--- config.mk ---
export PLATFORM = sky130hd
export DESIGN_NAME = pta_fifo
export DESIGN_NICKNAME = d
export VERILOG_FILES = /design/src/rtl/pta_pkg.sv /design/src/rtl/pta_fifo.sv
export SDC_FILE = /design/constraint.sdc
export NUM_CORES = 1
export LEC_CHECK = 0
export BUFFER_PORTS_ARGS = -buffer_cell sky130_fd_sc_hd__clkbuf_2
export CAP_MARGIN = 20
export CORE_MARGIN = 1.5
export CORE_UTILIZATION = 30
export CTS_BUF_LIST = sky130_fd_sc_hd__clkbuf_16
export CTS_CLUSTER_SIZE = 24
export DETAILED_ROUTE_END_ITERATION = 10
export GPL_TIMING_DRIVEN = 0
export PLACE_DENSITY = 0.52
export RECOVER_POWER = 100
export SYNTH_ARGS = -nofsm -noshare
export SYNTH_HDL_FRONTEND = slang
export SYNTH_SLANG_ARGS = --single-unit
--- constraint.sdc ---
create_clock -name i_clk -period 2.16 [get_ports i_clk]
set_clock_uncertainty 0.05 [all_clocks]
set_input_delay 0.324 -clock i_clk [delete_from_list [all_inputs] [get_ports i_clk]]
set_output_delay 0.324 -clock i_clk [all_outputs]
set_load 0.02 [all_outputs]
--- src/rtl/pta_pkg.sv ---
// Package for the pulse tachometer: payload structs, the queue entry, FSM state types
// and the constants that the front end, the queue and the back end share.
// No dependencies.
`default_nettype none
package pta_pkg;

    localparam int WIDTH_W      = 20;
    localparam int WINDOW_DEF   = 10;
    localparam int WINDOW_MAX   = 64;
    // The running sum holds WINDOW_MAX full-scale widths without wrapping.
    localparam int SUM_W        = WIDTH_W + $clog2(WINDOW_MAX);
    localparam int RECIP_W      = SUM_W + 1;
    localparam int QUEUE_DEPTH  = 2;

    // 26883 * 16: the speed numerator in Q.4.
    localparam logic [18:0] SPEED_NUM   = 19'd430128;
    localparam int          DIV_STEPS   = 19;
    localparam int          DIV_CNT_W   = $clog2(DIV_STEPS + 1);

    localparam logic [WIDTH_W-1:0] FASTEST_RST = 20'd100;
    localparam logic [WIDTH_W-1:0] SLOWEST_RST = 20'd100000;

    localparam logic REG_FASTEST = 1'b0;
    localparam logic REG_SLOWEST = 1'b1;

    typedef struct packed {
        logic [WIDTH_W-1:0] pulse_width;
        logic               reverse_dir;
    } t_in;

    typedef struct packed {
        logic [WIDTH_W-1:0]        avg_width;
        logic signed [WIDTH_W-1:0] speed_q4;
        logic                      window_filled;
        logic                      stopped;
    } t_out;

    typedef struct packed {
        logic [SUM_W-1:0] sum;
        logic             reverse_dir;
        logic             filled;
    } t_job;

    typedef enum logic {
        F_IDLE,
        F_UPD
    } t_fstate;

    typedef enum logic [1:0] {
        B_IDLE,
        B_MUL,
        B_PREP,
        B_DIV
    } t_bstate;

endpackage
`default_nettype wire

--- src/rtl/pta_fifo.sv ---
// Short job queue between the front end and the back end.
// Uses pta_pkg for the job type and depth.
`default_nettype none
module pta_fifo (
    input  wire logic          i_clk,
    input  wire logic          i_rst_n,
    input  wire logic          i_push,
    input  wire pta_pkg::t_job i_job,
    output      logic          o_full,
    input  wire logic          i_pop,
    output      logic          o_valid,
    output      pta_pkg::t_job o_job
);

    localparam int PTR_W = $clog2(pta_pkg::QUEUE_DEPTH);
    localparam int CNT_W = $clog2(pta_pkg::QUEUE_DEPTH + 1);

    pta_pkg::t_job    r_mem [pta_pkg::QUEUE_DEPTH];
    logic [PTR_W-1:0] r_wptr, r_rptr;
    logic [CNT_W-1:0] r_cnt;
    logic             do_push, do_pop;

    assign o_full  = (r_cnt == CNT_W'(pta_pkg::QUEUE_DEPTH));
    assign o_valid = (r_cnt != '0);
    assign o_job   = r_mem[r_rptr];
    assign do_push = i_push && !o_full;
    assign do_pop  = i_pop && o_valid;

    always_ff @(posedge i_clk) begin
        if (!i_rst_n) begin
            r_wptr <= '0;
            r_rptr <= '0;
            r_cnt  <= '0;
        end else begin
            if (do_push) begin
                r_wptr <= (r_wptr == PTR_W'(pta_pkg::QUEUE_DEPTH - 1)) ? '0 : r_wptr + 1'b1;
            end
            if (do_pop) begin
                r_rptr <= (r_rptr == PTR_W'(pta_pkg::QUEUE_DEPTH - 1)) ? '0 : r_rptr + 1'b1;
            end
            case ({do_push, do_pop})
                2'b10:   r_cnt <= r_cnt + 1'b1;
                2'b01:   r_cnt <= r_cnt - 1'b1;
                default: r_cnt <= r_cnt;
            endcase
        end
        if (do_push) begin
            r_mem[r_wptr] <= i_job;
        end
    end

endmodule
`default_nettype wire

-- Yosys cells after proc, flatten, opt, wreduce, memory -nomap -nowiden
Memories as Yosys holds them, arrays and structs flattened. A register that Yosys moved wholly into a read port is not among the register bits.
Cells that the tools add are included.
- word-level logic and storage cells: 23
- register bits after elaboration: 4
- memories: 1
- memory bits (writable): 56
- memories (name ; words ; width ; read ports ; clocked after memory_dff ; wr ports ; RTL line ; RTL):
    r_mem ; 2 ; 28 ; 1 ; 1 ; 1 ; pta_fifo.sv:18 ; pta_pkg::t_job r_mem [pta_pkg::QUEUE_DEPTH];
- add/sub/neg operators: 4
- equality and inequality tests: 3
- reduce and logical (&&, ||, !) cells: 5
- mux-type cells: 7
- operators by type and width (cell ; count):
    two-way mux 1 bit ; 6
    == test 2 bit, second input constant ; 2
    case mux 2 bit (2 select lines) ; 1
    nonzero test 2 bit ; 2
    adder 1 bit, second input constant ; 2
    adder 2 x 1 -> 2 bit, second input constant ; 1
    == test 2 x 1 -> 1 bit, second input constant ; 1
    logical AND 1 bit ; 2
    subtractor 2 x 1 -> 2 bit, second input constant ; 1
    logical NOT 1 bit ; 1

-- Depth between registers and ports, before layout
- word-level depth: 5
- depth in mapped cells: 6

-- Worst setup path after synthesis
Ideal clock, no wire load.
- path kind: reg-to-reg
- from: reg r_cnt[0]
- to: mem r_mem[0][0] (netlist bit) (enable)
- data arrival time: 1.495 ns
- buffers on the path: 0
- slack: 0.232 ns
- stages on the path, launching flop included: 5
- required time: 1.727 ns
- clock period less this slack: 1.928 ns
- library setup time: 0.383 ns
- cells stage by stage: dfxtp_1 nand2b_2 inv_2 or3_1 inv_1
- cells in the longest elaborated chain, start to end: 5
- ends and longest elaborated chain (element ; RTL line ; RTL):
    start: declaration ; pta_fifo.sv:20 ; logic [CNT_W-1:0] r_cnt;
    start signal: assignment ; pta_fifo.sv:42 ; 2'b10: r_cnt <= r_cnt + 1'b1;
    start signal: assignment ; pta_fifo.sv:43 ; 2'b01: r_cnt <= r_cnt - 1'b1;
    start signal: assignment ; pta_fifo.sv:44 ; default: r_cnt <= r_cnt;
    == test 2 bit ; pta_fifo.sv:23 ; assign o_full = (r_cnt == CNT_W'(pta_pkg::QUEUE_DEPTH));
    net o_full ; pta_fifo.sv:9 ; output logic o_full,
    logical NOT 1 bit ; pta_fifo.sv:26 ; assign do_push = i_push && !o_full;
    logical AND 1 bit ; pta_fifo.sv:26 ;
    two-way mux 1 bit ; pta_fifo.sv:47 ; if (do_push) begin
    two-way mux 1 bit (implied by the code) ; pta_fifo.sv:48 ; r_mem[r_wptr] <= i_job;
    end: declaration ; pta_fifo.sv:18 ;
The timed path passes the listed nets, and every way through them passes these cells.

==> impl_results.md <==
- Status: finished, final reports clean
- R2r endpoint: r_mem[0][13]
- GPL Wtd Cong: 0.680
- Final min period: a little over 2 ns
- Vias in the first global route: around 1,200
- Syn Area/Cell: 19.9 um^2
- Clock transition at path regs: around 0.050 ns
- Iteration-0 DRC Markers: between 80 and 90
- Most frequent cells in the layout: edfxtp_1, clkbuf_2, clkbuf_1
- Synthesized area: around 0.0023 mm^2
- Final setup fails: 0
- Post-synth top area cell: edfxtp_1
- Fin util: about two fifths
- Worst Hold End: r_mem[0][2]
- Post-Route WL: 4.12 mm
- Routed Antenna Nets: 0
- Num CTS Buffers: 9
- IO buf count: 61
- Max VDD drop: roughly 0.00053 V
- HPWL after DPL: 2.81 mm
- Final worst-path cycle share: a little over nine tenths
- Setup crit end kind: output port
- Remaining DRCs: 0
- Critical-path cell list: buf_2, clkbuf_4, mux2_2, clkbuf_2
- Final hold violation count: 0
- Max Fclk: 488 MHz
- Num Clock Sinks: 61
- H-tree Lvls: 3
- Avg Vias per Cell: roughly 4.3
- RSZ-0062 raised after global routing: false
- Total die area: about 0.0080 mm^2
- Gr ovfl total: 0
- Share of post-route cells with drive strength above 1: between 40% and 50%
- Slew @ Worst Pin: ~0.67 ns
- Syn_nets: 146
- Syn Inst Count: around 110
- IO Count: 62
- Sequential area share after synthesis: between 70% and 80%
- Post-CTS Hold Buffers: 0
- CP Max Fanout: 10
- Top post-synthesis cells by area: edfxtp_1, mux2_2, dfxtp_1, xnor2_1, buf_2
- Most common cell after layout, fill and taps aside: edfxtp_1
- Core area: between 0.007 and 0.008 mm^2
- # diodes: 0
- Synth Register Bits: approximately 60
- Design Power: approximately 0.0043 W
- PD cells: between 1000 and 1500 mW/mm^2
- Post-CTS setup buffer count: 0
- Startpoint types: flop
- Synth cell types: 18
- Std-Cell Rows: 31
- Share of the synthesized area in the top cell type: about three quarters
- Clock Latency Late Sink: ~0.32 ns
- Largest net degree at the start of global routing: 29
- Reg-to-reg critical path startpoint: r_cnt[0]
- CTS tree: built
- Post-layout nets: 219
- R2R depth: 4
- P_leak: between 1 and 1.5 nW
- Maximum root-to-sink buffer count: 2
- First-pass GRT wire length: between 5 and 6 mm
- Critical path required time: between 1.5 and 2 ns
- Hold Path Origin: i_job[2]
- Root Driver: clkbuf_16
- Area grow syn2layout: 34.4%
- Routed WL per cell: 14.2 um
- CP arrival: 1.68 ns
- CP peak stage delay: ~0.36 ns
- Hold Path Depth: 1
- Via Count: 1,239
- Worst Hold Class: in2reg
- Die Y-Extent: ~90 um
- Starting Density: between 30% and 40%
- Max_cap viols: 0
- DR pass1 iterations: 4
- Reg2Reg Setup Slack: about 0.23 ns
- Crit-path slowest cell: mux2_2
- Total global routing track utilization: a little over a tenth
- Worst slew margin: between 50% and 60%
- Yosys warns: 0
- Die X: ~90 um
- Critical path class: reg2out
- Initial antenna violation count: 0
- Max-slew violation count: 0
per-layer routing:
metal	vias to the layer above	global-route usage [%]	share of wire, %
met4	0	7.13	2.3
met3	8	4.84	6.4
met2	40	18.0	53
met5	-	0	0
met1	610	10.4	39
li1	581	-	-
critical path, delay by kind of cell (launching register included):
kind                   cells  cell delay, ns
buffers and inverters      3            0.69
muxes                      1            0.36
DFF                        1            0.30
cell type report:
type	instances	area, um^2
clock inverter	7	121
buffer	3	20.0
tap	99	124
multi-input combinational	46	443
sequential	61	1780
clock buffer	9	225
timing repair buffer	62	295
fill	690	4230
inverter	3	15.0
report_power, final:
part | total, W | internal [W] | switching [W] | leakage, nW
Combinational | 0.00106 | 0.000433 | 0.000631 | 0.353
Clock | 0.00164 | 0.00113 | 0.000509 | 0.170
Sequential | 0.00156 | 0.00150 | 0.0000622 | 0.565
cell families (layout without fill, tap and decap cells):
| family | count (synthesis) | after routing | share of synthesized area (%) |
|---|---|---|---|
| AOI/OAI and AO/OA | 5 | 5 | 1.45 |
| xor gates and xnor gates | 3 | 3 | 1.17 |
| adders and majority gates | 1 | 1 | 0.556 |
| buffers and inverters | 6 | 84 | 1.17 |
| DFF | 61 | 61 | 79.2 |
| muxes | 28 | 28 | 14.0 |
| and+or+nand+nor | 9 | 9 | 2.50 |
state kept, by name, summed over array words and instances (netlist names), named ones only:
register	flops
r_mem	56
r_cnt	2
r_rptr	1
r_wptr	1
repair_timing:
item                                    CTS  global route
endpoints found under the setup margin   28            18
gates resized for setup                   1             2
endpoints found under the hold margin     0             0
cloned                                    0             0
how the worst max path moves through the flow:
stage,startpoint,to,slack [ns]
floorplan,r_cnt[0],r_mem[0][0],0.23
global placement,r_cnt[0],r_mem[0][11],-0.05
detailed placement,r_cnt[0],r_mem[0][0],-0.16
CTS,flop,o_job[2],0.03
global route,flop,o_job[5],0.01
finish,flop,o_job[2],0.11
synth_stat cells:
cell,count
inv_1,2
nor2b_1,2
edfxtp_1,56
inv_2,1
and2_1,1
nand2_1,1
dfxtp_1,5
a21boi_1,2
buf_2,3
o21a_1,1
xnor2_1,3
mux2_2,28
nand2b_2,1
or2_2,1
o21ai_0,2
ha_1,1
and3_1,1
or3_1,2
stage by stage:
step | hold slack (ns) | cells | instance area (um^2) | setup WS, ns | setup TNS [ns]
3_3_place_gp | 0.417 | 273 | 2680 | -0.0460 | -1.25
6_report | 0.139 | 290 | 3030 | 0.111 | 0
3_5_place_dp | 0.433 | 274 | 2710 | -0.156 | -4.30
4_1_cts | 0.126 | 290 | 3060 | 0.0299 | 0
2_1_floorplan | 0.373 | 113 | 2250 | 0.232 | 0
5_1_grt | 0.127 | 290 | 3030 | 0.0146 | 0
(Power assumes the default switching activity.)
