### src/rtl/pta_pkg.sv
// Package for the pulse tachometer: payload structs, the queue entry, FSM state types
// and the constants that the front end, the queue and the back end share.
// No dependencies.
`default_nettype none
package pta_pkg;

    localparam int WIDTH_W      = 20;
    localparam int WINDOW_DEF   = 10;
    localparam int WINDOW_MAX   = 64;
    // The running sum holds WINDOW_MAX full-scale widths without wrapping.
    localparam int SUM_W        = WIDTH_W + $clog2(WINDOW_MAX);
    localparam int RECIP_W      = SUM_W + 1;
    localparam int QUEUE_DEPTH  = 2;

    // 26883 * 16: the speed numerator in Q.4.
    localparam logic [18:0] SPEED_NUM   = 19'd430128;
    localparam int          DIV_STEPS   = 19;
    localparam int          DIV_CNT_W   = $clog2(DIV_STEPS + 1);

    localparam logic [WIDTH_W-1:0] FASTEST_RST = 20'd100;
    localparam logic [WIDTH_W-1:0] SLOWEST_RST = 20'd100000;

    localparam logic REG_FASTEST = 1'b0;
    localparam logic REG_SLOWEST = 1'b1;

    typedef struct packed {
        logic [WIDTH_W-1:0] pulse_width;
        logic               reverse_dir;
    } t_in;

    typedef struct packed {
        logic [WIDTH_W-1:0]        avg_width;
        logic signed [WIDTH_W-1:0] speed_q4;
        logic                      window_filled;
        logic                      stopped;
    } t_out;

    typedef struct packed {
        logic [SUM_W-1:0] sum;
        logic             reverse_dir;
        logic             filled;
    } t_job;

    typedef enum logic {
        F_IDLE,
        F_UPD
    } t_fstate;

    typedef enum logic [1:0] {
        B_IDLE,
        B_MUL,
        B_PREP,
        B_DIV
    } t_bstate;

endpackage
`default_nettype wire

### src/rtl/pta_back.sv
// Back end: turns a window sum into the average by a reciprocal multiply, then
// divides the speed numerator by it in a shift-subtract loop. Uses pta_pkg.
`default_nettype none
module pta_back #(
    parameter int WINDOW = pta_pkg::WINDOW_DEF
) (
    input  wire logic                        i_clk,
    input  wire logic                        i_rst_n,
    input  wire logic [pta_pkg::WIDTH_W-1:0] i_slowest,
    input  wire logic                        i_q_valid,
    input  wire pta_pkg::t_job               i_job,
    output      logic                        o_pop,
    output      logic                        o_out_valid,
    input  wire logic                        i_out_ready,
    output      pta_pkg::t_out               o_out_data
);

    // floor(sum / WINDOW) == (sum * RECIP) >> SHIFT for every sum below 2**SUM_W,
    // since the rounding error of RECIP stays below 2**(SHIFT - SUM_W).
    localparam int          SHIFT      = pta_pkg::SUM_W + $clog2(WINDOW);
    localparam logic [63:0] RECIP_FULL = ((64'd1 << SHIFT) + 64'(WINDOW) - 64'd1)
                                         / 64'(WINDOW);
    localparam logic [pta_pkg::RECIP_W-1:0] RECIP = RECIP_FULL[pta_pkg::RECIP_W-1:0];
    localparam int PROD_W = pta_pkg::SUM_W + pta_pkg::RECIP_W;

    pta_pkg::t_bstate r_state, n_state;
    logic                              r_ov, n_ov;
    pta_pkg::t_out                     r_out, n_out;
    pta_pkg::t_job                     r_job, n_job;
    logic [PROD_W-1:0]                 r_prod, n_prod;
    logic [pta_pkg::WIDTH_W-1:0]       r_avg, n_avg;
    logic [pta_pkg::WIDTH_W-1:0]       r_rem, n_rem;
    logic [18:0]                       r_quo, n_quo;
    logic [pta_pkg::DIV_CNT_W-1:0]     r_cnt, n_cnt;
    logic                              r_stop, n_stop;

    logic [pta_pkg::WIDTH_W-1:0] prod_avg;
    logic [pta_pkg::WIDTH_W:0]   rem_sh;
    logic                        out_free;
    logic [pta_pkg::WIDTH_W-1:0] mag_ext;

    assign prod_avg = r_prod[SHIFT + pta_pkg::WIDTH_W - 1:SHIFT];
    assign rem_sh   = {r_rem, r_quo[18]};
    assign out_free = !r_ov || i_out_ready;
    assign mag_ext  = {1'b0, r_quo};

    always_ff @(posedge i_clk) begin
        if (!i_rst_n) begin
            r_state <= pta_pkg::B_IDLE;
            r_ov    <= 1'b0;
        end else begin
            r_state <= n_state;
            r_ov    <= n_ov;
        end
        r_out  <= n_out;
        r_job  <= n_job;
        r_prod <= n_prod;
        r_avg  <= n_avg;
        r_rem  <= n_rem;
        r_quo  <= n_quo;
        r_cnt  <= n_cnt;
        r_stop <= n_stop;
    end

    always_comb begin
        n_state = r_state;
        n_ov    = r_ov && !i_out_ready;
        n_out   = r_out;
        n_job   = r_job;
        n_prod  = r_prod;
        n_avg   = r_avg;
        n_rem   = r_rem;
        n_quo   = r_quo;
        n_cnt   = r_cnt;
        n_stop  = r_stop;
        o_pop   = 1'b0;
        case (r_state)
            pta_pkg::B_IDLE: begin
                if (i_q_valid) begin
                    o_pop   = 1'b1;
                    n_job   = i_job;
                    n_state = pta_pkg::B_MUL;
                end
            end
            pta_pkg::B_MUL: begin
                n_prod  = PROD_W'(r_job.sum) * PROD_W'(RECIP);
                n_state = pta_pkg::B_PREP;
            end
            pta_pkg::B_PREP: begin
                n_avg  = prod_avg;
                n_stop = (prod_avg == i_slowest);
                n_rem  = '0;
                n_cnt  = '0;
                if (prod_avg == i_slowest) begin
                    n_quo = '0;
                    n_cnt = pta_pkg::DIV_CNT_W'(pta_pkg::DIV_STEPS);
                end else if (prod_avg == '0) begin
                    n_quo = pta_pkg::SPEED_NUM;
                    n_cnt = pta_pkg::DIV_CNT_W'(pta_pkg::DIV_STEPS);
                end else begin
                    n_quo = pta_pkg::SPEED_NUM;
                end
                n_state = pta_pkg::B_DIV;
            end
            pta_pkg::B_DIV: begin
                if (r_cnt != pta_pkg::DIV_CNT_W'(pta_pkg::DIV_STEPS)) begin
                    if (rem_sh >= {1'b0, r_avg}) begin
                        n_rem = pta_pkg::WIDTH_W'(rem_sh - {1'b0, r_avg});
                        n_quo = {r_quo[17:0], 1'b1};
                    end else begin
                        n_rem = rem_sh[pta_pkg::WIDTH_W-1:0];
                        n_quo = {r_quo[17:0], 1'b0};
                    end
                    n_cnt = r_cnt + 1'b1;
                end else if (out_free) begin
                    n_ov                = 1'b1;
                    n_out.avg_width     = r_avg;
                    n_out.speed_q4      = r_job.reverse_dir ? -$signed(mag_ext)
                                                            : $signed(mag_ext);
                    n_out.window_filled = r_job.filled;
                    n_out.stopped       = r_stop;
                    n_state             = pta_pkg::B_IDLE;
                end
            end
            default: begin
                n_state = pta_pkg::B_IDLE;
            end
        endcase
    end

    assign o_out_valid = r_ov;
    assign o_out_data  = r_out;

endmodule
`default_nettype wire

### config.mk
export PLATFORM = sky130hd
export DESIGN_NAME = pta_back
export DESIGN_NICKNAME = d
export VERILOG_FILES = /design/src/rtl/pta_pkg.sv /design/src/rtl/pta_back.sv
export SDC_FILE = /design/constraint.sdc
export NUM_CORES = 1
export LEC_CHECK = 0
export ABC_AREA = 1
export BUFFER_PORTS_ARGS = -buffer_cell sky130_fd_sc_hd__buf_4
export CAP_MARGIN = 20
export CORE_MARGIN = 5
export CORE_UTILIZATION = 55
export DETAILED_ROUTE_END_ITERATION = 8
export PLACE_DENSITY_LB_ADDON = 0.05
export SLEW_MARGIN = 20
export SYNTH_ARGS = -nofsm -noshare
export SYNTH_HDL_FRONTEND = slang
export SYNTH_SLANG_ARGS = --single-unit
### constraint.sdc
create_clock -name i_clk -period 8 [get_ports i_clk]
set_input_delay 1.6 -clock i_clk [delete_from_list [all_inputs] [get_ports i_clk]]
set_output_delay 1.6 -clock i_clk [all_outputs]
set_load 0.005 [all_outputs]
# Yosys cells after proc, flatten, opt, wreduce, memory -nomap -nowiden
# Index checks and enable logic that the tools add are counted.
dict set report word_totals {
  reg_bits 188
  inputBits 52
  output_inout_bits 44
  elab_cells 63
}
dict set report classes {
  addsub 3
  n_mul 1
  n_lt_le_gt_ge 1
  n_eq_ne 9
  muxes 21
  bitwise 1
  reduce_logical 11
}
# operator count
set ops {}
lappend ops {{$mux W19} 3}
lappend ops {{$mul A26 B27 Y50 const B} 1}
lappend ops {{$mux W20} 2}
lappend ops {{$pmux W20 S2} 1}
lappend ops {{$pmux W19 S2} 1}
lappend ops {{$ge A21 B20 Y1} 1}
lappend ops {{$eq A20 B20 Y1} 1}
lappend ops {{$logic_not A20 Y1} 1}
lappend ops {{$neg A19 Y20} 1}
lappend ops {{$sub A20 B20 Y20} 1}
lappend ops {{$mux W5} 3}
lappend ops {{$pmux W5 S2} 1}
lappend ops {{$ne A2 B2 Y1 const B} 4}
lappend ops {{$pmux W2 S4} 1}
lappend ops {{$mux W1} 6}
lappend ops {{$mux W2} 3}
lappend ops {{$reduce_and A3 Y1} 2}
lappend ops {{$add A5 B1 Y5 const B} 1}
lappend ops {{$ne A5 B5 Y1 const B} 1}
lappend ops {{$eq A2 B2 Y1 const B} 2}
lappend ops {{$reduce_and A2 Y1} 2}
lappend ops {{$eq A2 B1 Y1 const B} 1}
lappend ops {{$logic_not A1 Y1} 2}
lappend ops {{$logic_not A2 Y1} 1}
lappend ops {{other kinds (4)} 4}

# Logic depth before layout (Yosys ltp)
# Gate-level depths: netlist (run 1).
dict set report logic_depth {
  ltp_word 5
  mapped_depth 26
  mapped_depth_nobuf 26
}

# Worst setup path before layout (run 1)
# No wires, ideal clock.
dict set report synth_timing {
  kind {register to register}
  start {reg r_job[22] in the netlist's numbering}
  end {reg r_prod[41] (data pin)}
  t_arrival_ns 5.434
  required_ns 7.746
  slack_ns 2.312
  stages_incl_launch_ff 21
  synth_period_minus_slack_ns 5.688
  path_cell_list {edfxtp_1 -> ha_1 -> fa_1 -> inv_1 -> fa_1 -> fa_1 -> inv_1 -> fa_1 -> inv_1 -> fa_1 -> inv_1 -> fa_1 -> ha_1 -> nand2_1 -> nor2_1 -> nand2_1 -> nor2_1 -> nand3_1 -> o21bai_1 -> nand4_1 -> nand2_1}
}
dict set report synth_between {
  elab_chain_len 1
}
# element line
set synth_lines {}
lappend synth_lines {{from (decl)} pta_back.sv:29} ;# pta_pkg::t_job r_job, n_job;
lappend synth_lines {{from (signal assigned)} pta_back.sv:56} ;# r_job <= n_job;
lappend synth_lines {{$mul A26 B27 Y50} pta_back.sv:86} ;# n_prod = PROD_W'(r_job.sum) * PROD_W'(RECIP);
lappend synth_lines {{to (signal assigned)} pta_back.sv:57} ;# r_prod <= n_prod;
lappend synth_lines {{to (decl)} pta_back.sv:30} ;# logic [PROD_W-1:0] r_prod, n_prod;
# Every way passes these cells.
# A chain may end at the register's enable or synchronous reset.

# Final worst setup path (run 1)
dict set report layout_timing {
  start {reg r_job[22] in the netlist's numbering}
  end {reg r_prod[46] (data pin)}
}
# The elaborated chain is that of the path after synthesis.

==> impl_metrics.csv, run 1 <==
group,metric,value,unit
logic_synthesis,synthesis.yosys.warnings,0,
die,chipHeight,188,um
critical_path,crit_chain,"ha_1 > fa_1 > inv_1 > fa_1 > fa_1 > inv_1 > fa_1 > inv_1 > fa_1 > inv_1 > fa_1 > ha_1 > nand2_1 > nor2_1 > nand2_1 > nor2_1 > and3_1 > nand2_1 > nand4_1 > nand2_1",
place,place_hpwl,39600,um
critical_path,crit_family,"adder cells",
logic_synthesis,postSynthAreaPerCell,8.85,um2
clock_tree,clk_latency,0.46,ns
critical_path,path_common_cell,"fa_1",
route,dr.pass1.iters,6,
timing,worst_clock_skew,0.0222,ns
layout,mostFrequentLayoutCells,"inv_1 (503), nand2_1 (350), ha_1 (217)",
critical_path,crit_buf_inv,4,
grt,antenna_found_initial,1,
critical_path,crit_type,"flip-flop to flip-flop",
timing,grt_setup_unrepaired,"false",
route,routedWlPerCell,18.5,um
route,vias_per_cell,5.15,
layout,area_delta_synth_final,10.1,%
timing,period_minus_slack,6.29,ns
logic_synthesis,synthFlopType,"edfxtp_1",
critical_path,ff2ff_setup_slack,1.71,ns
route,drc,0,
worst_hold_path,hold_depth,0,
timing,timing.final.crit_share,78.6,%
die,die_x,188,um
clock_tree,cts_buffers,17,
timing,max_freq,0.159,GHz
timing,max_slew_margin,31.1,%
timing,final.setup.tns,0,ns
logic_synthesis,synth_edf_count,155,
layout,nets,2538,
clock_tree,cts_tree,"done",
die,io_pins,96,
route,first_iter_violations,678,
place,place_congestion,0.953,
logic_synthesis,async_reset_ff_share,0,%
logic_synthesis,syn_area,17400,um2
timing,drv_slew,0,
logic_synthesis,synth_fp_nets,2429,
clock_tree,cts.sinks,158,
grt,overflow,0,
critical_path,critPathMaxStageDelay,0.64,ns
timing,worst_pin_slew,1.03,ns
clock_tree,postCtsResizedCells,0,
clock_tree,ctsLongestPathBuffers,2,
worst_hold_path,min_path_type,"flip-flop to flip-flop",
critical_path,endpoint_kind,"flip-flop",
critical_path,r2r_end,"r_prod[46]$_DFFE_PN_",
die,die_area,35300,um2
layout,final_common_cell,"inv_1",
critical_path,crit_required,8.21,ns
critical_path,rr_startpoint,"r_job[22]$_DFFE_PP_",
critical_path,critPathArrivalTime,6.50,ns
route,totalWireLength,46000,um
worst_hold_path,min_from,"r_stop$_DFFE_PP_",
timing,setup_viol,0,
logic_synthesis,yosysUniqueCellTypes,39,
logic_synthesis,synth.ff_latch_count,158,
clock_tree,path_clk_slew,0.07,ns
critical_path,worstSetupStartpointType,"flip-flop",
layout,antenna_cells,0,
clock_tree,cts_setup_buffers,0,
grt,first_global_vias,13600,
grt,grt_max_degree,45,
clock_tree,h-tree-depth,4,
layout,final_layout_size_suffix_gt1_share,7.33,%
timing,report.final.hold_viol_count,0,
clock_tree,cts_root_buffer,"clkbuf_16",
critical_path,cpMaxStageDelayCell,"fa_1",
grt,grt_pass1_wl,72500,um
critical_path,rr_worst_depth,20,
status,status,"finished clean",
worst_hold_path,holdPathEnd,"o_out_data[0]$_DFFE_PP_",
logic_synthesis,synth_cells,1966,
place,io_buffers,95,
route,ant_nets,0,
die,initial_core_util,55.4,%
critical_path,path_max_fanout,5,
die,rows,65,
logic_synthesis,yosysSeqAreaShare,27.1,%
clock_tree,cts_hold_buf,0,
route,num_vias,12800,
job,drv_cap,0,
die,coreArea,31400,um2
grt,grt.total_usage,26.6,%
synth_stat cells (2+ instances only):
cell	instances	area (um2)
inv_1	503	1890
nand2_1	350	1310
ha_1	218	2730
fa_1	193	3860
edfxtp_1	155	4650
nor2_1	152	571
a21oi_1	78	390
o21ai_0	70	350
nand3_1	62	310
nand4_1	32	200
xor2_1	31	272
nor3_1	21	105
xnor2_1	20	175
or2_2	10	62.6
o21bai_1	8	60.1
nor4_1	7	43.8
o21a_1	6	45.0
clkbuf_1	5	18.8
nand3b_1	5	37.5
o21ai_1	5	25.0
a21o_1	4	30.0
a31oi_1	4	25.0
nand2_2	4	25.0
and2_1	3	18.8
buf_6	3	33.8
dfxtp_1	3	60.1
nor2_2	2	12.5
flip-flops by register name, summed over array words and instances (netlist names):
name and count:
r_job 28, o_out_valid 1, r_state 2, r_rem 20, r_prod 20, r_stop 1, o_out_data 42, r_quo 19
r_avg 20, r_cnt 5
worst max-delay path by stage:
stage                   startpoint                   end  slack [ns]  cells past startpoint
6_report       r_job[22]$_DFFE_PP_  r_prod[46]$_DFFE_PN_        1.71                     20
4_1_cts        r_job[22]$_DFFE_PP_  r_prod[40]$_DFFE_PN_        1.67                     20
3_5_place_dp   r_job[22]$_DFFE_PP_  r_prod[40]$_DFFE_PN_        1.73                     20
3_3_place_gp   r_job[11]$_DFFE_PP_  r_prod[40]$_DFFE_PN_        1.78                     22
5_1_grt        r_job[22]$_DFFE_PP_  r_prod[41]$_DFFE_PN_        1.37                     20
2_1_floorplan  r_job[22]$_DFFE_PP_  r_prod[41]$_DFFE_PN_        2.31                     20
cell type report:
type / count / area [um2]
inverters: 506 / 1900
well taps: 402 / 503
multi-input cells: 1294 / 10800
clock inverters: 14 / 113
flip-flops and latches: 158 / 4710
repair buffers: 98 / 756
clock buffers: 18 / 429
fillers: 2796 / 12200
cells by family after synthesis:
| kind of cell | synth area share, % |
|---|---|
| simple gates | 15.8 |
| buf+inv | 11.2 |
| fa+ha+maj | 37.9 |
| compound gates | 5.51 |
| flops | 27.1 |
| xor+xnor | 2.57 |
through the flow:
stage	area, um2	utilization [%]	hold WS, ns	worst slack (ns)	cells
2_1_floorplan	17400	-	0.400	2.31	1966
3_3_place_gp	18600	59.2	0.401	1.78	2457
3_5_place_dp	18600	59.3	0.406	1.73	2458
4_1_cts	19200	61.0	0.434	1.67	2490
5_1_grt	19200	61.1	0.443	1.37	2490
6_report	19200	61.1	0.436	1.71	2490
layer usage:
layer  wire [um]  GRT usage, %  share of wire [%]  up-vias
met5           0             0                  0        -
met4        1720          10.0                3.7        0
met3        1830          3.67                4.0       82
met2       23800          48.1                 52      313
met1       18700          32.5                 41     6073
li1            -             -                  -     6364
Power of run 1 is not shown: default switching activity piles up to over one toggle a cycle in this logic, so the estimate is an artifact.
==> inputs of run 2 (changes only) <==
==> constraint.sdc (replaced) <==
create_clock -name i_clk -period 6.05 [get_ports i_clk]
set_input_delay 1.21 -clock i_clk [delete_from_list [all_inputs] [get_ports i_clk]]
set_output_delay 1.21 -clock i_clk [all_outputs]
set_load 0.005 [all_outputs]
==> run 2 against run 1 <==
Compared with the run above: worst hold slack lost 0.0098 ns; register-to-register slack worse by 1.6 ns; clock skew shrank 0.0029 ns; count of clock-buffer cells in the layout grew 4; final area up 4.8%; highest routed layer unchanged.
==> impl_metrics.csv, run 2 (synthesis results as in run 1) <==
group,metric,value,unit
status,status,"finished clean",
route,ant_nets,0,
clock_tree,cts_root_buffer,"clkbuf_16",
critical_path,crit_required,6.24,ns
worst_hold_path,min_path_type,"flip-flop to flip-flop",
worst_hold_path,min_from,"r_job[0]$_DFFE_PP_",
layout,antenna_cells,0,
die,io_pins,96,
grt,first_global_vias,13800,
clock_tree,clk_latency,0.46,ns
critical_path,rr_worst_depth,21,
clock_tree,path_clk_slew,0.08,ns
place,dp_cells,2528,
timing,max_freq,0.170,GHz
layout,mostFrequentLayoutCells,"inv_1 (500), nand2_1 (346), ha_1 (207)",
route,first_iter_violations,604,
layout,fill_cells,2704,
die,coreArea,31400,um2
critical_path,rr_startpoint,"r_job[26]$_DFFE_PP_",
layout,largest_reg_flops,42,
critical_path,crit_buf_inv,5,
die,rows,65,
timing,report.final.hold_viol_count,0,
route,totalWireLength,46500,um
clock_tree,ctsLongestPathBuffers,2,
clock_tree,cts_hold_buf,0,
timing,worst_pin_slew,0.959,ns
die,die_area,35300,um2
grt,grt_max_degree,45,
clock_tree,cts_buffers,17,
layout,nets,2619,
die,die_x,188,um
critical_path,crit_type,"flip-flop to flip-flop",
layout,final_layout_size_suffix_gt1_share,13.7,%
critical_path,ff2ff_setup_slack,0.16,ns
place,place_congestion,1.04,
route,vias_per_cell,5.18,
grt,antenna_found_initial,0,
grt,grt.total_usage,26.8,%
critical_path,path_max_fanout,3,
clock_tree,cts_tree,"done",
critical_path,crit_family,"adder cells",
route,drc,0,
critical_path,worstSetupStartpointType,"flip-flop",
critical_path,critPathMaxStageDelay,0.55,ns
layout,fin_cells,2571,
place,io_buffers,95,
timing,timing.final.crit_share,97.4,%
timing,setup_viol,0,
grt,grt_pass1_wl,73300,um
place,place_hpwl,39900,um
clock_tree,h-tree-depth,4,
timing,drv_slew,0,
critical_path,cpMaxStageDelayCell,"fa_1",
layout,final_common_cell,"inv_1",
critical_path,r2r_end,"r_prod[41]$_DFFE_PN_",
route,routedWlPerCell,18.1,um
route,num_vias,13300,
route,dr.pass1.iters,5,
layout,regArea,4710,um2
critical_path,crit_chain,"buf_4 > fa_1 > inv_1 > fa_1 > fa_1 > inv_1 > fa_1 > inv_1 > fa_1 > inv_1 > fa_1 > fa_1 > ha_4 > nand2_1 > nor2_2 > nand2_1 > nor2_2 > nand3_1 > o21bai_1 > nand4_1 > nand2_1",
critical_path,endpoint_kind,"flip-flop",
timing,period_minus_slack,5.89,ns
job,drv_cap,0,
critical_path,path_common_cell,"fa_1",
worst_hold_path,holdPathEnd,"o_out_data[1]$_DFFE_PP_",
die,chipHeight,188,um
layout,multi_input_area,11000,um2
die,initial_core_util,55.4,%
clock_tree,cts.sinks,158,
layout,area_delta_synth_final,15.4,%
timing,worst_clock_skew,0.0193,ns
worst_hold_path,hold_depth,0,
timing,max_slew_margin,36.1,%
grt,overflow,0,
critical_path,critPathArrivalTime,6.09,ns
==> run 2: cell count changes in the layout (fill, tap and decap cells not counted), moves of 9 or more <==
cell     before  now
a21oi_1      78   60
o21ai_0      70   58
buf_4        97  178
nor2_2        2   16
o21ai_1       5   15
fa_1        193  184
nor2_1      151  132
ha_1        217  207
a21oi_2       1   19
fa_2          0    9
==> run 2: final cells by class <==
cell class / count / share of cell area, %
multi-input cells: 1294 / 55.0
clock buffers: 22 / 2.26
inverters: 506 / 9.46
well taps: 402 / 2.50
repair buffers: 179 / 6.79
clock inverters: 10 / 0.536
flip-flops and latches: 158 / 23.5
==> run 2: stage by stage <==
step,area (um2),setup slack [ns],utilization [%],TNS [ns],hold WS (ns)
floorplan,17400,0.362,-,0,0.400
global placement,19100,0.00948,60.9,0,0.403
detailed placement,19100,-0.0243,61.0,-0.0284,0.410
CTS,19700,0.000257,62.8,0,0.426
global route,20100,-0.0397,64.0,-0.152,0.445
finish,20100,0.158,64.0,0,0.426
==> run 2: worst max-delay path by stage <==
stage	start	endpoint	slack [ns]	cells past startpoint
after floorplan	r_job[22]$_DFFE_PP_	r_prod[41]$_DFFE_PN_	0.36	20
after global placement	r_job[20]$_DFFE_PP_	r_prod[45]$_DFFE_PN_	0.009	17
after detailed placement	r_job[23]$_DFFE_PP_	r_prod[45]$_DFFE_PN_	-0.02	20
after CTS	r_job[23]$_DFFE_PP_	r_prod[45]$_DFFE_PN_	0.0003	20
after global routing	r_job[14]$_DFFE_PP_	r_prod[41]$_DFFE_PN_	-0.04	22
final	r_job[26]$_DFFE_PP_	r_prod[41]$_DFFE_PN_	0.16	21
==> run 2: worst register-to-register path, delay by kind of cell, from the launching register on <==
kind                       cells  cell delay [ns]
adders and majority gates      8             3.82
and+or+nand+nor                7             0.80
buffers and inverters          5             0.40
DFF                            1             0.39
AOI/OAI and AO/OA              1             0.21
==> run 2: timing repair <==
action,4_1_cts,5_1_grt
endpoints found under the hold margin,0,0
pin swaps,0,15
buffers inserted,0,11
gates resized for setup,3,80
endpoints found under the setup margin,3,20
==> run 2: layer usage <==
layer	up-vias	global-route usage, %	share of wire, %
met5	-	0	0
met4	0	9.91	4.0
met3	90	3.59	3.7
met2	332	49.3	52
met1	6356	32.1	40
li1	6528	-	-
Power of run 2 is left out for the same reason.
