## src/rtl/pta_pkg.sv

```systemverilog
// Package for the pulse tachometer: payload structs, the queue entry, FSM state types
// and the constants that the front end, the queue and the back end share.
// No dependencies.
`default_nettype none
package pta_pkg;

    localparam int WIDTH_W      = 20;
    localparam int WINDOW_DEF   = 10;
    localparam int WINDOW_MAX   = 64;
    // The running sum holds WINDOW_MAX full-scale widths without wrapping.
    localparam int SUM_W        = WIDTH_W + $clog2(WINDOW_MAX);
    localparam int RECIP_W      = SUM_W + 1;
    localparam int QUEUE_DEPTH  = 2;

    // 26883 * 16: the speed numerator in Q.4.
    localparam logic [18:0] SPEED_NUM   = 19'd430128;
    localparam int          DIV_STEPS   = 19;
    localparam int          DIV_CNT_W   = $clog2(DIV_STEPS + 1);

    localparam logic [WIDTH_W-1:0] FASTEST_RST = 20'd100;
    localparam logic [WIDTH_W-1:0] SLOWEST_RST = 20'd100000;

    localparam logic REG_FASTEST = 1'b0;
    localparam logic REG_SLOWEST = 1'b1;

    typedef struct packed {
        logic [WIDTH_W-1:0] pulse_width;
        logic               reverse_dir;
    } t_in;

    typedef struct packed {
        logic [WIDTH_W-1:0]        avg_width;
        logic signed [WIDTH_W-1:0] speed_q4;
        logic                      window_filled;
        logic                      stopped;
    } t_out;

    typedef struct packed {
        logic [SUM_W-1:0] sum;
        logic             reverse_dir;
        logic             filled;
    } t_job;

    typedef enum logic {
        F_IDLE,
        F_UPD
    } t_fstate;

    typedef enum logic [1:0] {
        B_IDLE,
        B_MUL,
        B_PREP,
        B_DIV
    } t_bstate;

endpackage
`default_nettype wire

```

## src/rtl/pta_ram.sv

```systemverilog
// Generic single-write, single-read RAM with a registered read port.
// No dependencies.
`default_nettype none
module pta_ram #(
    parameter int WIDTH = 20,
    parameter int DEPTH = 10
) (
    input  wire logic                     i_clk,
    input  wire logic                     i_we,
    input  wire logic [$clog2(DEPTH)-1:0] i_waddr,
    input  wire logic [WIDTH-1:0]         i_wdata,
    input  wire logic [$clog2(DEPTH)-1:0] i_raddr,
    output      logic [WIDTH-1:0]         o_rdata
);

    logic [WIDTH-1:0] r_mem [DEPTH];
    logic [WIDTH-1:0] r_rdata;

    always_ff @(posedge i_clk) begin
        if (i_we) begin
            r_mem[i_waddr] <= i_wdata;
        end
        r_rdata <= r_mem[i_raddr];
    end

    assign o_rdata = r_rdata;

endmodule
`default_nettype wire

```

## src/rtl/pta_front.sv

```systemverilog
// Front end: accepts a pulse width, qualifies it, updates the ring window and the
// running sum, and pushes one job into the queue. Uses pta_pkg and pta_ram.
`default_nettype none
module pta_front #(
    parameter int WINDOW = pta_pkg::WINDOW_DEF
) (
    input  wire logic                        i_clk,
    input  wire logic                        i_rst_n,
    input  wire logic                        i_in_valid,
    output      logic                        o_in_ready,
    input  wire pta_pkg::t_in                i_in_data,
    input  wire logic [pta_pkg::WIDTH_W-1:0] i_fastest,
    input  wire logic [pta_pkg::WIDTH_W-1:0] i_slowest,
    input  wire logic                        i_q_full,
    output      logic                        o_push,
    output      pta_pkg::t_job               o_job
);

    localparam int IDX_W = $clog2(WINDOW);
    localparam logic [IDX_W-1:0] LAST_IDX = IDX_W'(WINDOW - 1);

    pta_pkg::t_fstate r_state, n_state;
    logic [IDX_W-1:0]            r_idx, n_idx;
    logic                        r_wrap, n_wrap;
    logic                        r_filled, n_filled;
    logic [pta_pkg::SUM_W-1:0]   r_sum, n_sum;
    logic [pta_pkg::WIDTH_W-1:0] r_width, n_width;
    logic                        r_rev, n_rev;

    logic [pta_pkg::WIDTH_W-1:0] ram_rdata;
    logic [pta_pkg::WIDTH_W-1:0] old_width;
    logic                        ram_we;

    // The ring is written in index order, so an entry has been written once the
    // index has wrapped; before that every entry is taken as zero.
    pta_ram #(
        .WIDTH (pta_pkg::WIDTH_W),
        .DEPTH (WINDOW)
    ) u_ram (
        .i_clk   (i_clk),
        .i_we    (ram_we),
        .i_waddr (r_idx),
        .i_wdata (r_width),
        .i_raddr (r_idx),
        .o_rdata (ram_rdata)
    );

    assign old_width = r_wrap ? ram_rdata : '0;

    always_ff @(posedge i_clk) begin
        if (!i_rst_n) begin
            r_state  <= pta_pkg::F_IDLE;
            r_idx    <= '0;
            r_wrap   <= 1'b0;
            r_filled <= 1'b0;
            r_sum    <= '0;
        end else begin
            r_state  <= n_state;
            r_idx    <= n_idx;
            r_wrap   <= n_wrap;
            r_filled <= n_filled;
            r_sum    <= n_sum;
        end
        r_width <= n_width;
        r_rev   <= n_rev;
    end

    always_comb begin
        n_state    = r_state;
        n_idx      = r_idx;
        n_wrap     = r_wrap;
        n_filled   = r_filled;
        n_sum      = r_sum;
        n_width    = r_width;
        n_rev      = r_rev;
        o_in_ready = 1'b0;
        ram_we     = 1'b0;
        o_push     = 1'b0;
        case (r_state)
            pta_pkg::F_IDLE: begin
                o_in_ready = !i_q_full;
                if (i_in_valid && !i_q_full) begin
                    n_width = (i_in_data.pulse_width < i_fastest) ? i_slowest
                                                                  : i_in_data.pulse_width;
                    n_rev   = i_in_data.reverse_dir;
                    n_state = pta_pkg::F_UPD;
                end
            end
            pta_pkg::F_UPD: begin
                ram_we = 1'b1;
                o_push = 1'b1;
                n_sum  = r_sum - pta_pkg::SUM_W'(old_width)
                               + pta_pkg::SUM_W'(r_width);
                if (r_idx == LAST_IDX) begin
                    n_idx  = '0;
                    n_wrap = 1'b1;
                end else begin
                    n_idx = r_idx + 1'b1;
                end
                if (n_idx == LAST_IDX) begin
                    n_filled = 1'b1;
                end
                n_state = pta_pkg::F_IDLE;
            end
            default: begin
                n_state = pta_pkg::F_IDLE;
            end
        endcase
    end

    assign o_job.sum         = n_sum;
    assign o_job.reverse_dir = r_rev;
    assign o_job.filled      = n_filled;

endmodule
`default_nettype wire

```

## config.mk

```make
export PLATFORM = sky130hd
export DESIGN_NAME = pta_front
export DESIGN_NICKNAME = d
export VERILOG_FILES = /design/src/rtl/pta_pkg.sv /design/src/rtl/pta_ram.sv /design/src/rtl/pta_front.sv
export SDC_FILE = /design/constraint.sdc
export NUM_CORES = 1
export LEC_CHECK = 0
export ABC_AREA = 1
export BUFFER_PORTS_ARGS = -buffer_cell sky130_fd_sc_hd__buf_2
export CORE_UTILIZATION = 30
export CTS_CLUSTER_DIAMETER = 120
export DETAILED_ROUTE_END_ITERATION = 6
export GPL_ROUTABILITY_DRIVEN = 0
export HOLD_SLACK_MARGIN = 0.06
export PLACE_DENSITY = 0.49
export RECOVER_POWER = 100
export SYNTH_ARGS = -nofsm -noshare
export SYNTH_HDL_FRONTEND = slang
export SYNTH_SLANG_ARGS = --single-unit
export TNS_END_PERCENT = 10
```

## constraint.sdc

```tcl
create_clock -name i_clk -period 2.9 [get_ports i_clk]
set_input_delay 0.435 -clock i_clk [delete_from_list [all_inputs] [get_ports i_clk]]
set_output_delay 0.435 -clock i_clk [all_outputs]
set_load 0.1 [all_outputs]
```

# ---- Word level (Yosys, flattened, before mapping)
# Memory sizes are Yosys's and may differ from the RTL's. A register that Yosys moved wholly into a read port is not among the register bits.
# Index checks and enable logic that the tools add are counted.
dict set report classes {
  add_sub_neg 3
  magnitude_cmp 1
  eq_ne 2
  muxes 13
  n_bitwise 1
  n_reduce_logical 4
}
# cell n
set op_table {}
lappend op_table {{$mux W20} 2}
lappend op_table {{$add A26 B20 Y26} 1}
lappend op_table {{$mux W26} 1}
lappend op_table {{$sub A26 B20 Y26} 1}
lappend op_table {{$lt A20 B20 Y1} 1}
lappend op_table {{$eq A4 B4 Y1 const B} 2}
lappend op_table {{$mux W4} 2}
lappend op_table {{$mux W1} 7}
lappend op_table {{$add A4 B1 Y4 const B} 1}
lappend op_table {{$reduce_and A2 Y1} 2}
lappend op_table {{$pmux W1 S2} 1}
lappend op_table {{$logic_and A1 B1 Y1} 1}
lappend op_table {{$logic_not A1 Y1} 1}
lappend op_table {{$not A1 Y1} 1}
dict set report word_totals {
  regBits 54
  ramBits 200
  input_bits 65
  out_inout_bits 30
  word_cells 32
  mem_count 1
}
# name depth width read_ports rd_clocked_by_memory_dff wr line_no
set memory_table {}
lappend memory_table {u_ram.r_mem 10 20 1 1 1 pta_ram.sv:16} ;# logic [WIDTH-1:0] r_mem [DEPTH];

# ---- Logic depth before layout (Yosys ltp)
# Gate-level depths: netlist of run 1.
dict set report logic_depth {
  word_depth 6
  ltp_mapped 19
  ltp_nobuf 18
}

# ---- Cells and area by module
# From an unflattened synthesis of run 1, not the netlist that was laid out.
dict set report hier_totals {
  hier_cells 1678
  hier_area_um2 14398.8
}
# mod instances cells_per_inst area_each_um2 seq_area_each_um2
set by_module_without_submodules {}
lappend by_module_without_submodules {pta_ram 1 803 8884.8 6406.1}
lappend by_module_without_submodules {pta_front 1 875 5514.0 1291.2}

# ---- Least setup slack after synthesis of run 1
# Ideal clock, no wire load.
dict set report synth_timing {
  path_kind {register to output}
  from {register r_wrap}
  to {output port o_job[3] in the netlist's numbering}
  arrival_ns 3.797
  t_required_ns 2.465
  slack_ns -1.332
  path_stages_with_launch 7
  n_path_buf 1
  path_cell_list {dfxtp_1 > clkbuf_1 > nand2_1 > inv_1 > fa_1 > fa_1 > o21ai_0}
}
# element line_no
set synth_rtl {}
lappend synth_rtl {{start: declaration} pta_front.sv:24} ;# logic r_wrap, n_wrap;
lappend synth_rtl {{start signal: assignment} pta_front.sv:60} ;# r_wrap <= n_wrap;
lappend synth_rtl {{end: declaration} pta_front.sv:16} ;# output pta_pkg::t_job o_job

==> results of run 1 <==
## critical path, stage by stage (launching register included)
cell and delay, ns:
edfxtp_1 0.49, inv_2 0.08, fa_1 0.50, inv_1 0.06, ha_4 0.31, nand2_4 0.07, buf_4 0.14, nor2_4 0.08
buf_4 0.13, nand2_1 0.06, nand2_1 0.06, nand2_1 0.07, nand3_1 0.08, nand2_1 0.06, nand3_2 0.06, nand2_2 0.08
inv_2 0.08, buf_12 0.17
## synthesized netlist by cell type, drive strengths merged, types with 20 or more instances
| library cell | count | area (um^2) |
|---|---|---|
| buf | 23 | 126 |
| a21oi | 33 | 176 |
| nor3 | 25 | 125 |
| nor2 | 113 | 467 |
| inv | 271 | 1020 |
| nand3 | 81 | 420 |
| a31oi | 41 | 257 |
| or3 | 20 | 125 |
| nand2 | 307 | 1170 |
| fa | 20 | 400 |
| edfxtp | 221 | 6640 |
| o21ai | 41 | 205 |
| clkbuf | 27 | 101 |
| dfxtp | 53 | 1060 |
| a22oi | 40 | 300 |
| ha | 45 | 563 |
## stage by stage
stage / util / total power [W]
floorplan: - / 0.00564
global placement: 0.358 / 0.00638
detailed placement: 0.358 / 0.00639
CTS: 0.398 / 0.0106
global route: 0.404 / 0.0111
finish: 0.404 / 0.0106
## worst paths after layout
path | startpoint | end | slack [ns] | cells past startpoint
worst min-delay path | i_in_valid | r_state | 0.10 | 3
worst min register to register | r_filled | r_filled | 0.46 | 2
worst max register to register | r_width[7] | r_sum[25] | -0.63 | 23
worst max-delay path | r_width[7] | o_job[21] | -0.72 | 17
## flip-flops by register name, indices dropped and copies added (netlist names)
register	flops
u_ram.r_mem	200
r_sum	26
r_width	20
u_ram.o_rdata	20
r_idx	4
r_filled	1
r_rev	1
r_state	1
r_wrap	1
## cells by family (layout without fill, tap and decap cells)
kind of cell    Yosys count  count (layout)  synth area share
simple gates            560             560             0.179
buf+inv                 322             556            0.0937
flops                   274             274             0.576
compound gates          159             159            0.0725
fa+ha+maj                65              65            0.0721
xor+xnor                 10              10           0.00656
## routing by layer
metal / track usage / vias up / wire length (um)
met5: 0 / - / 0
met4: 0.0313 / 0 / 644
met3: 0.0252 / 48 / 1820
met2: 0.277 / 225 / 17200
met1: 0.228 / 4722 / 17100
li1: - / 4988 / -
## final cells by class
class | instances | area share
multi-input cells | 794 | 0.299
clock inverters | 15 | 0.0106
inverters | 272 | 0.0584
clock buffers | 40 | 0.0466
well taps | 585 | 0.0417
repair buffers | 229 | 0.105
flip-flops and latches | 274 | 0.439
## power by group through the flow
stage	registers, W	logic (W)	clock network [W]
finish	0.00440	0.00233	0.00387
global route	0.00440	0.00256	0.00410
CTS	0.00439	0.00219	0.00397
detailed placement	0.00448	0.00191	0
global placement	0.00448	0.00190	0
floorplan	0.00446	0.00118	0
## repair_timing
action                     in CTS  in global routing
setup endpoints to repair      25                 29
setup buffers                  19                  7
pin swaps                      47                 53
resized for setup             148                 98
hold endpoints to repair        2                  0
hold buffers                    2                  0
==> summary.md, run 1 <==
| Metric | Value |
|---|---|
| Yosys reg bits | `around 270` |
| Routed WL | `around 37,000 um` |
| I/O pins | `95` |
| Netlist cell types | `38` |
| Max-Cap Viols | `0` |
| DRT Pass-1 Iters | `7` |
| # rows | `76` |
| Largest net degree at the start of global routing | `45` |
| Post-synth design cell area | `~0.013 mm^2` |
| YS warnings | `0` |
| Post-route cell area | `approximately 0.018 mm^2` |
| Cell total after placement | `approximately 2,100` |
| Outcome | `complete, but fails checks` |
| Power density over the cells | `between 600 and 700 mW/mm^2` |
| Vias in the first global route | `about 9,700` |
| Fmax | `roughly 0.28 GHz` |
| Lkg Pwr | `about 7.4 nW` |
| Crit. End Element | `output pin` |
| Die Y | `approximately 210 um` |
| Failing checks | `DRC, setup timing` |
| CP required | `between 2 and 2.5 ns` |
| CP Launch Type | `register` |
| DR DRC count | `14` |
| Syn_nets | `about 1,500` |
| Commonest non-fill, non-tap cell in the layout | `nand2_1` |
| Vias | `9,983` |
| Global-route wire length before repair | `~56,000 um` |
| Initial antenna violation count | `0` |
| Critical path class | `reg2out` |
| Clock Skew | `between 0.04 and 0.05 ns` |
| Switch share | `0.290` |
| # nets final | `1,731` |
| Count of final hold-check violations | `0` |
| Max FO, Critical Path | `4` |
| Syn_area_per_cell | `9.61 um^2` |
| Final ANT Viol Nets | `0` |
| CTS tree | `done` |
| Ys async rst share | `0` |
| Final WS setup | `-0.719 ns` |
| Setup TNS | `-15.32 ns` |
| Synth Flop Type | `edfxtp_1` |
| GRT Resource Usage Total | `0.166` |
| CTS clk-pin slew, worst paths | `about 0.06 ns` |
| Clock sinks | `274` |
| Grt total ovfl | `0` |
| Clk pwr share | `0.365` |
| Comb pwr share | `0.220` |
| Critical path arrival | `about 3.2 ns` |
| Layout cell share with drive strength beyond 1 | `0.301` |
| Fillers | `around 4,300` |
| Root buffer cell | `clkbuf_16` |
| HPWL after DPL | `25,200 um` |
| Finish-stage setup viols | `26` |
| Initial DRC Count | `roughly 540` |
| Syn Inst Count | `between 1,000 and 1,500` |
| Die width | `213 um` |
| Clock Latency Late Sink | `about 0.60 ns` |
| Post-DP Area | `0.0156 mm^2` |
| H-tree depth | `1` |
| Post-route insts no fill | `about 2,200` |
| # diodes | `0` |
| WHS | `between 0.1 and 0.15 ns` |
| Total CTS buffers | `30` |
| Actual slew at the worst max-slew pin | `0.931 ns` |
| Core area | `roughly 0.043 mm^2` |
| Die area | `around 0.045 mm^2` |
| Slew Limit Headroom | `0.379` |
| Initial Util | `0.307` |
| Register area share after synthesis | `0.576` |
| CTS max path bufs | `3` |
| Area growth syn-to-layout | `31.4%` |
| Number of synthesized flops with an enable pin | `around 220` |
| Place WS | `-0.405 ns` |
| Final worst path period need | `~3.6 ns` |
| Via/cell ratio | `between 4 and 5` |
| Final Max Slew Viols | `0` |
| Final period util | `1.25` |
| Seq pwr share | `0.415` |
| HP Class | `in2reg` |
| Cell internal pwr | `around 0.0075 W` |
| RSZ-0062 raised after global routing | `yes` |
| Sequential Area | `around 0.0077 mm^2` |
| Commonest cells after routing, fill and taps aside | `222 x nand2_1, 221 x edfxtp_1, 217 x inv_1` |
| Area of the multi-input gates | `~0.0052 mm^2` |
| Switching Power | `~0.0031 W` |
| I/O Buffers | `94` |
| Post-DR wirelength/cell | `about 17 um` |
| Max IR drop VDD | `~450 uV` |
No activity file was read; power rests on OpenSTA's default activity.
==> run 2: changes to the inputs <==
PLACE_DENSITY = 0.55   (was 0.49)
==> summary.md, run 2 (same netlist as run 1, synthesis figures left out) <==
| Metric | Value |
|---|---|
| HPWL after DPL | `about 23,000 um` |
| Hold worst-path end | `r_state` |
| Initial Util | `0.307` |
| Largest net degree at the start of global routing | `56` |
| Final Max Slew Viols | `0` |
| CTS clk-pin slew, worst paths | `~0.060 ns` |
| # diodes | `0` |
| Grt total ovfl | `0` |
| Clock Skew | `around 0.016 ns` |
| Via/cell ratio | `~4.5` |
| Die width | `213 um` |
| CTS max path bufs | `3` |
| Commonest cells after routing, fill and taps aside | `232 x nand2_1, 221 x edfxtp_1, 220 x inv_1` |
| Initial antenna violation count | `1` |
| CP Launch Type | `register` |
| Total power | `~0.011 W` |
| GRT Resource Usage Total | `0.161` |
| CP required | `roughly 2.5 ns` |
| Area growth syn-to-layout | `30.1%` |
| Hold_sp | `i_q_full` |
| Finish-stage setup viols | `27` |
| Final ANT Viol Nets | `0` |
| # nets final | `roughly 1,700` |
| WHS Path Cells | `2` |
| Vias in the first global route | `roughly 9,800` |
| Fmax | `between 0.2 and 0.3 GHz` |
| Final worst path period need | `between 3 and 4 ns` |
| RSZ-0062 raised after global routing | `yes` |
| Final period util | `1.23` |
| Routed WL | `between 30,000 and 40,000 um` |
| # rows | `76` |
| Max IR drop VDD | `402 uV` |
| Biggest register | `u_ram.r_mem` |
| Crit. End Element | `output pin` |
| Layout cell share with drive strength beyond 1 | `0.283` |
| Die area | `between 0.04 and 0.05 mm^2` |
| Max-Cap Viols | `0` |
| Vias | `slightly below 10,000` |
| Failing checks | `setup timing` |
| CTS tree | `done` |
| Count of final hold-check violations | `0` |
| Critical path arrival | `3.14 ns` |
| DR DRC count | `0` |
| Die Y | `213 um` |
| Max reg flops | `200` |
| Global-route wire length before repair | `about 55,000 um` |
| Clock Latency Late Sink | `between 0.5 and 0.6 ns` |
| Critical path class | `reg2out` |
| Final WS setup | `-0.676 ns` |
| Total CTS buffers | `29` |
| Actual slew at the worst max-slew pin | `~1.3 ns` |
| Slew Limit Headroom | `0.155` |
| Reg2reg path depth | `24` |
| Lkg Pwr | `7.27 nW` |
| I/O pins | `95` |
| Core area | `around 0.043 mm^2` |
| HP Class | `in2reg` |
| Reg-to-Reg End | `r_sum[18]` |
| I/O Buffers | `94` |
| Post-DR wirelength/cell | `about 16 um` |
| WHS | `between 0.07 and 0.08 ns` |
| Outcome | `complete, but fails checks` |
| Initial DRC Count | `roughly 570` |
| Biggest regs | `u_ram.r_mem: 200 flops, r_sum: 26 flops` |
| DRT Pass-1 Iters | `5` |
| Power density over the cells | `606 mW/mm^2` |
| Max FO, Critical Path | `4` |
| Commonest non-fill, non-tap cell in the layout | `nand2_1` |
| H-tree depth | `1` |
| Root buffer cell | `clkbuf_16` |
| Clock sinks | `approximately 270` |
| Reg-to-reg slack, setup | `-0.51 ns` |
| R2r startpoint | `r_width[4]` |
## run 2: worst max-delay path, cell delays in order (launching register included)
cell      delay (ns)
edfxtp_1        0.53
inv_2           0.07
fa_1            0.54
inv_2           0.05
ha_4            0.29
nand2_2         0.08
inv_4           0.08
nand2_2         0.07
nor2_4          0.11
nand4_1         0.19
nand3_2         0.15
nand2_2         0.05
nand3_2         0.07
nand2_2         0.07
inv_2           0.07
buf_12          0.16
## run 2: timing repair
item / CTS / global route
setup endpoints to repair: 25 / 26
hold endpoints to repair: 1 / 0
pin swaps: 42 / 45
hold buffers: 1 / 0
buffers inserted: 15 / 7
resized for setup: 157 / 82
## run 2: how the worst max path moves through the flow
stage | from | depth (start not counted) | to
after floorplan | r_state | 5 | u_ram.r_mem[2][0]
after global placement | r_wrap | 17 | o_job[21]
after detailed placement | r_width[19] | 15 | o_job[23]
after CTS | r_wrap | 16 | o_job[15]
after global routing | r_width[19] | 15 | o_job[22]
final | r_width[19] | 15 | o_job[22]
## run 2: power breakdown
| group | internal (W) | switching, W | total, W |
|---|---|---|---|
| logic | 0.000923 | 0.00141 | 0.00234 |
| clock network | 0.00230 | 0.00150 | 0.00380 |
| registers | 0.00434 | 0.0000587 | 0.00440 |
## run 2: area by class of cell
class	instances	area (um^2)
clock buffer	42	855
tap	585	732
timing repair buffer	217	1710
multi-input combinational	794	5210
fill	4299	26100
clock inverter	11	139
sequential	274	7700
inverter	272	1030
## run 2: per-layer routing
| layer | vias to the layer above | track usage | routed length, um |
|---|---|---|---|
| met1 | 4652 | 0.219 | 16700 |
| met5 | - | 0 | 0 |
| met4 | 0 | 0.0382 | 648 |
| li1 | 4956 | - | - |
| met3 | 46 | 0.0240 | 1930 |
| met2 | 275 | 0.269 | 16900 |
## run 2: metrics by stage
stage          worst slack [ns]  utilization  cells  cell area [um^2]  setup TNS (ns)
2_1_floorplan            -0.587            -   1390             13400          -35.09
3_3_place_gp             -0.310        0.358   2119             15600           -4.40
3_5_place_dp             -0.320        0.358   2119             15600           -4.69
4_1_cts                  -0.656        0.397   2188             17200          -14.03
5_1_grt                  -0.816        0.400   2195             17400          -20.37
6_report                 -0.676        0.400   2195             17400          -13.82
==> run 3: changes to the inputs <==
CELL_PAD_IN_SITES_DETAIL_PLACEMENT = 1   (was unset)
CELL_PAD_IN_SITES_GLOBAL_PLACEMENT = 2   (was unset)
PLACE_DENSITY = 0.75   (was 0.55)
==> summary.md, run 3 (same netlist as run 1, synthesis figures left out) <==
| Metric | Value |
|---|---|
| Final WS setup | `-0.769 ns` |
| Setup TNS | `-15.53 ns` |
| Crit. End Element | `output pin` |
| Final Max Slew Viols | `0` |
| Buf/Inv on CP | `7` |
| Via/cell ratio | `around 4.7` |
| Vias | `a little over 10,000` |
| CP Cell Sequence | `buf_6 -> nand2_1 -> inv_1 -> fa_1 -> inv_2 -> ha_4 -> nand2_2 -> inv_1 -> a21oi_2 -> nand2_4 -> buf_6 -> nand2_2 -> nand3_2 -> nand2_1 -> nand3_2 -> nand2_2 -> inv_2 -> buf_12` |
| Total CTS buffers | `31` |
| Clock sinks | `between 200 and 300` |
| CP Launch Type | `register` |
| RSZ-0062 raised after global routing | `yes` |
| Cell total after placement | `between 2,000 and 2,500` |
| Final worst path period need | `3.67 ns` |
| Global-route wire length before repair | `62,200 um` |
| # rows | `76` |
| Setup crit start | `r_wrap` |
| Vias in the first global route | `about 11,000` |
| Comb pwr share | `0.221` |
| Outcome | `complete, but fails checks` |
| HPWL after DPL | `approximately 28,000 um` |
| Failing checks | `setup timing` |
| Crit path largest cell delay | `roughly 0.51 ns` |
| Slew Limit Headroom | `0.401` |
| Grt total ovfl | `0` |
| Count of final hold-check violations | `0` |
| # diodes | `0` |
| Biggest regs | `u_ram.r_mem: 200 flops, r_sum: 26 flops` |
| Seq pwr share | `0.421` |
| I/O pins | `95` |
| Finish-stage setup viols | `25` |
| Clock Skew | `slightly above 0.01 ns` |
| Total power | `between 0.01 and 0.015 W` |
| Routed WL | `slightly above 40,000 um` |
| Commonest non-fill, non-tap cell in the layout | `nand2_1` |
| Max FO, Critical Path | `6` |
| Area growth syn-to-layout | `29.4%` |
| Die width | `about 210 um` |
| Biggest register | `u_ram.r_mem` |
| CP max stage cell | `fa_1` |
| WHS | `0.131 ns` |
| R2r startpoint | `r_wrap` |
| Final ANT Viol Nets | `0` |
| Actual slew at the worst max-slew pin | `~0.90 ns` |
| Initial Util | `0.307` |
| Most used cell along the critical path | `nand2_2` |
| CP delay by family, top | `adder cells` |
| Switch share | `0.295` |
| Clk pwr share | `0.358` |
| Initial antenna violation count | `1` |
| Final period util | `1.27` |
| Switching Power | `0.00308 W` |
| GRT Resource Usage Total | `0.183` |
| Commonest cells after routing, fill and taps aside | `238 x nand2_1, 236 x inv_1, 221 x edfxtp_1` |
| CTS clk-pin slew, worst paths | `roughly 0.060 ns` |
| HP Class | `in2reg` |
| Max reg flops | `200` |
| Critical path class | `reg2out` |
| Layout cell share with drive strength beyond 1 | `0.264` |
| Cell internal pwr | `0.00734 W` |
| Max IR drop VDD | `between 400 and 500 uV` |
| Hold_sp | `i_in_valid` |
| CTS max path bufs | `3` |
| Critical path arrival | `~3.2 ns` |
| DRT Pass-1 Iters | `5` |
| CP required | `~2.5 ns` |
| Die Y | `between 200 and 250 um` |
| Power density over the cells | `~600 mW/mm^2` |
| Initial DRC Count | `563` |
| Max-Cap Viols | `0` |
| Post-DR wirelength/cell | `18.4 um` |
| # nets final | `between 1,500 and 2,000` |
| Largest net degree at the start of global routing | `45` |
| I/O Buffers | `94` |
| Core area | `between 0.04 and 0.05 mm^2` |
| Fmax | `~0.27 GHz` |
| Die area | `approximately 0.045 mm^2` |
| CTS tree | `done` |
| DR DRC count | `0` |
| Root buffer cell | `clkbuf_16` |
| Post-route insts no fill | `2,198` |
| H-tree depth | `1` |
| Place WS | `-0.437 ns` |
| Clock Latency Late Sink | `0.58 ns` |
| Lkg Pwr | `between 7 and 8 nW` |
## run 3: layer usage
metal / global-route usage / vias up / wire length (um) / share of wire
li1: - / 4973 / - / -
met1: 0.234 / 4990 / 17800 / 0.44
met2: 0.319 / 250 / 19800 / 0.49
met3: 0.0266 / 51 / 1950 / 0.048
met4: 0.0499 / 0 / 876 / 0.022
met5: 0 / - / 0 / 0
## run 3: path summary, 6_finish.rpt
kind	to	slack, ns	depth (start not counted)
max reg2reg	r_sum[15]	0.15	17
min	r_state	0.13	3
max	o_job[26]	-0.77	18
min reg2reg	r_filled	0.46	2
## run 3: timing repair
item,4_1_cts,5_1_grt
pin swaps,38,25
endpoints found under the hold margin,2,0
hold buffers,2,0
resized for setup,154,29
setup buffers,7,2
endpoints found under the setup margin,28,25
gates cloned,0,0
## run 3: cell type report
class	instances	area [um^2]
inverter	272	1020
timing repair buffer	215	1760
multi-input combinational	794	5100
fill	4952	26200
clock buffer	42	837
sequential	274	7700
clock inverter	16	126
tap	585	732
## run 3: through the flow
stage | util | cell area (um^2)
after floorplan | - | 13400
after global placement | 0.360 | 15600
after detailed placement | 0.360 | 15600
after CTS | 0.397 | 17300
after global routing | 0.398 | 17300
final | 0.398 | 17300
## run 3: power by group through the flow
stage / combinational, W / clock, W / sequential, W
CTS: 0.00228 / 0.00382 / 0.00438
finish: 0.00230 / 0.00373 / 0.00439
global route: 0.00252 / 0.00397 / 0.00439
detailed placement: 0.00200 / 0 / 0.00447
floorplan: 0.00118 / 0 / 0.00446
global placement: 0.00197 / 0 / 0.00447
## run 3: tightest hold or removal path: cells and delay by family
kind,cells,cell delay (ns)
buffers and inverters,2,0.18
and+or+nand+nor,1,0.05
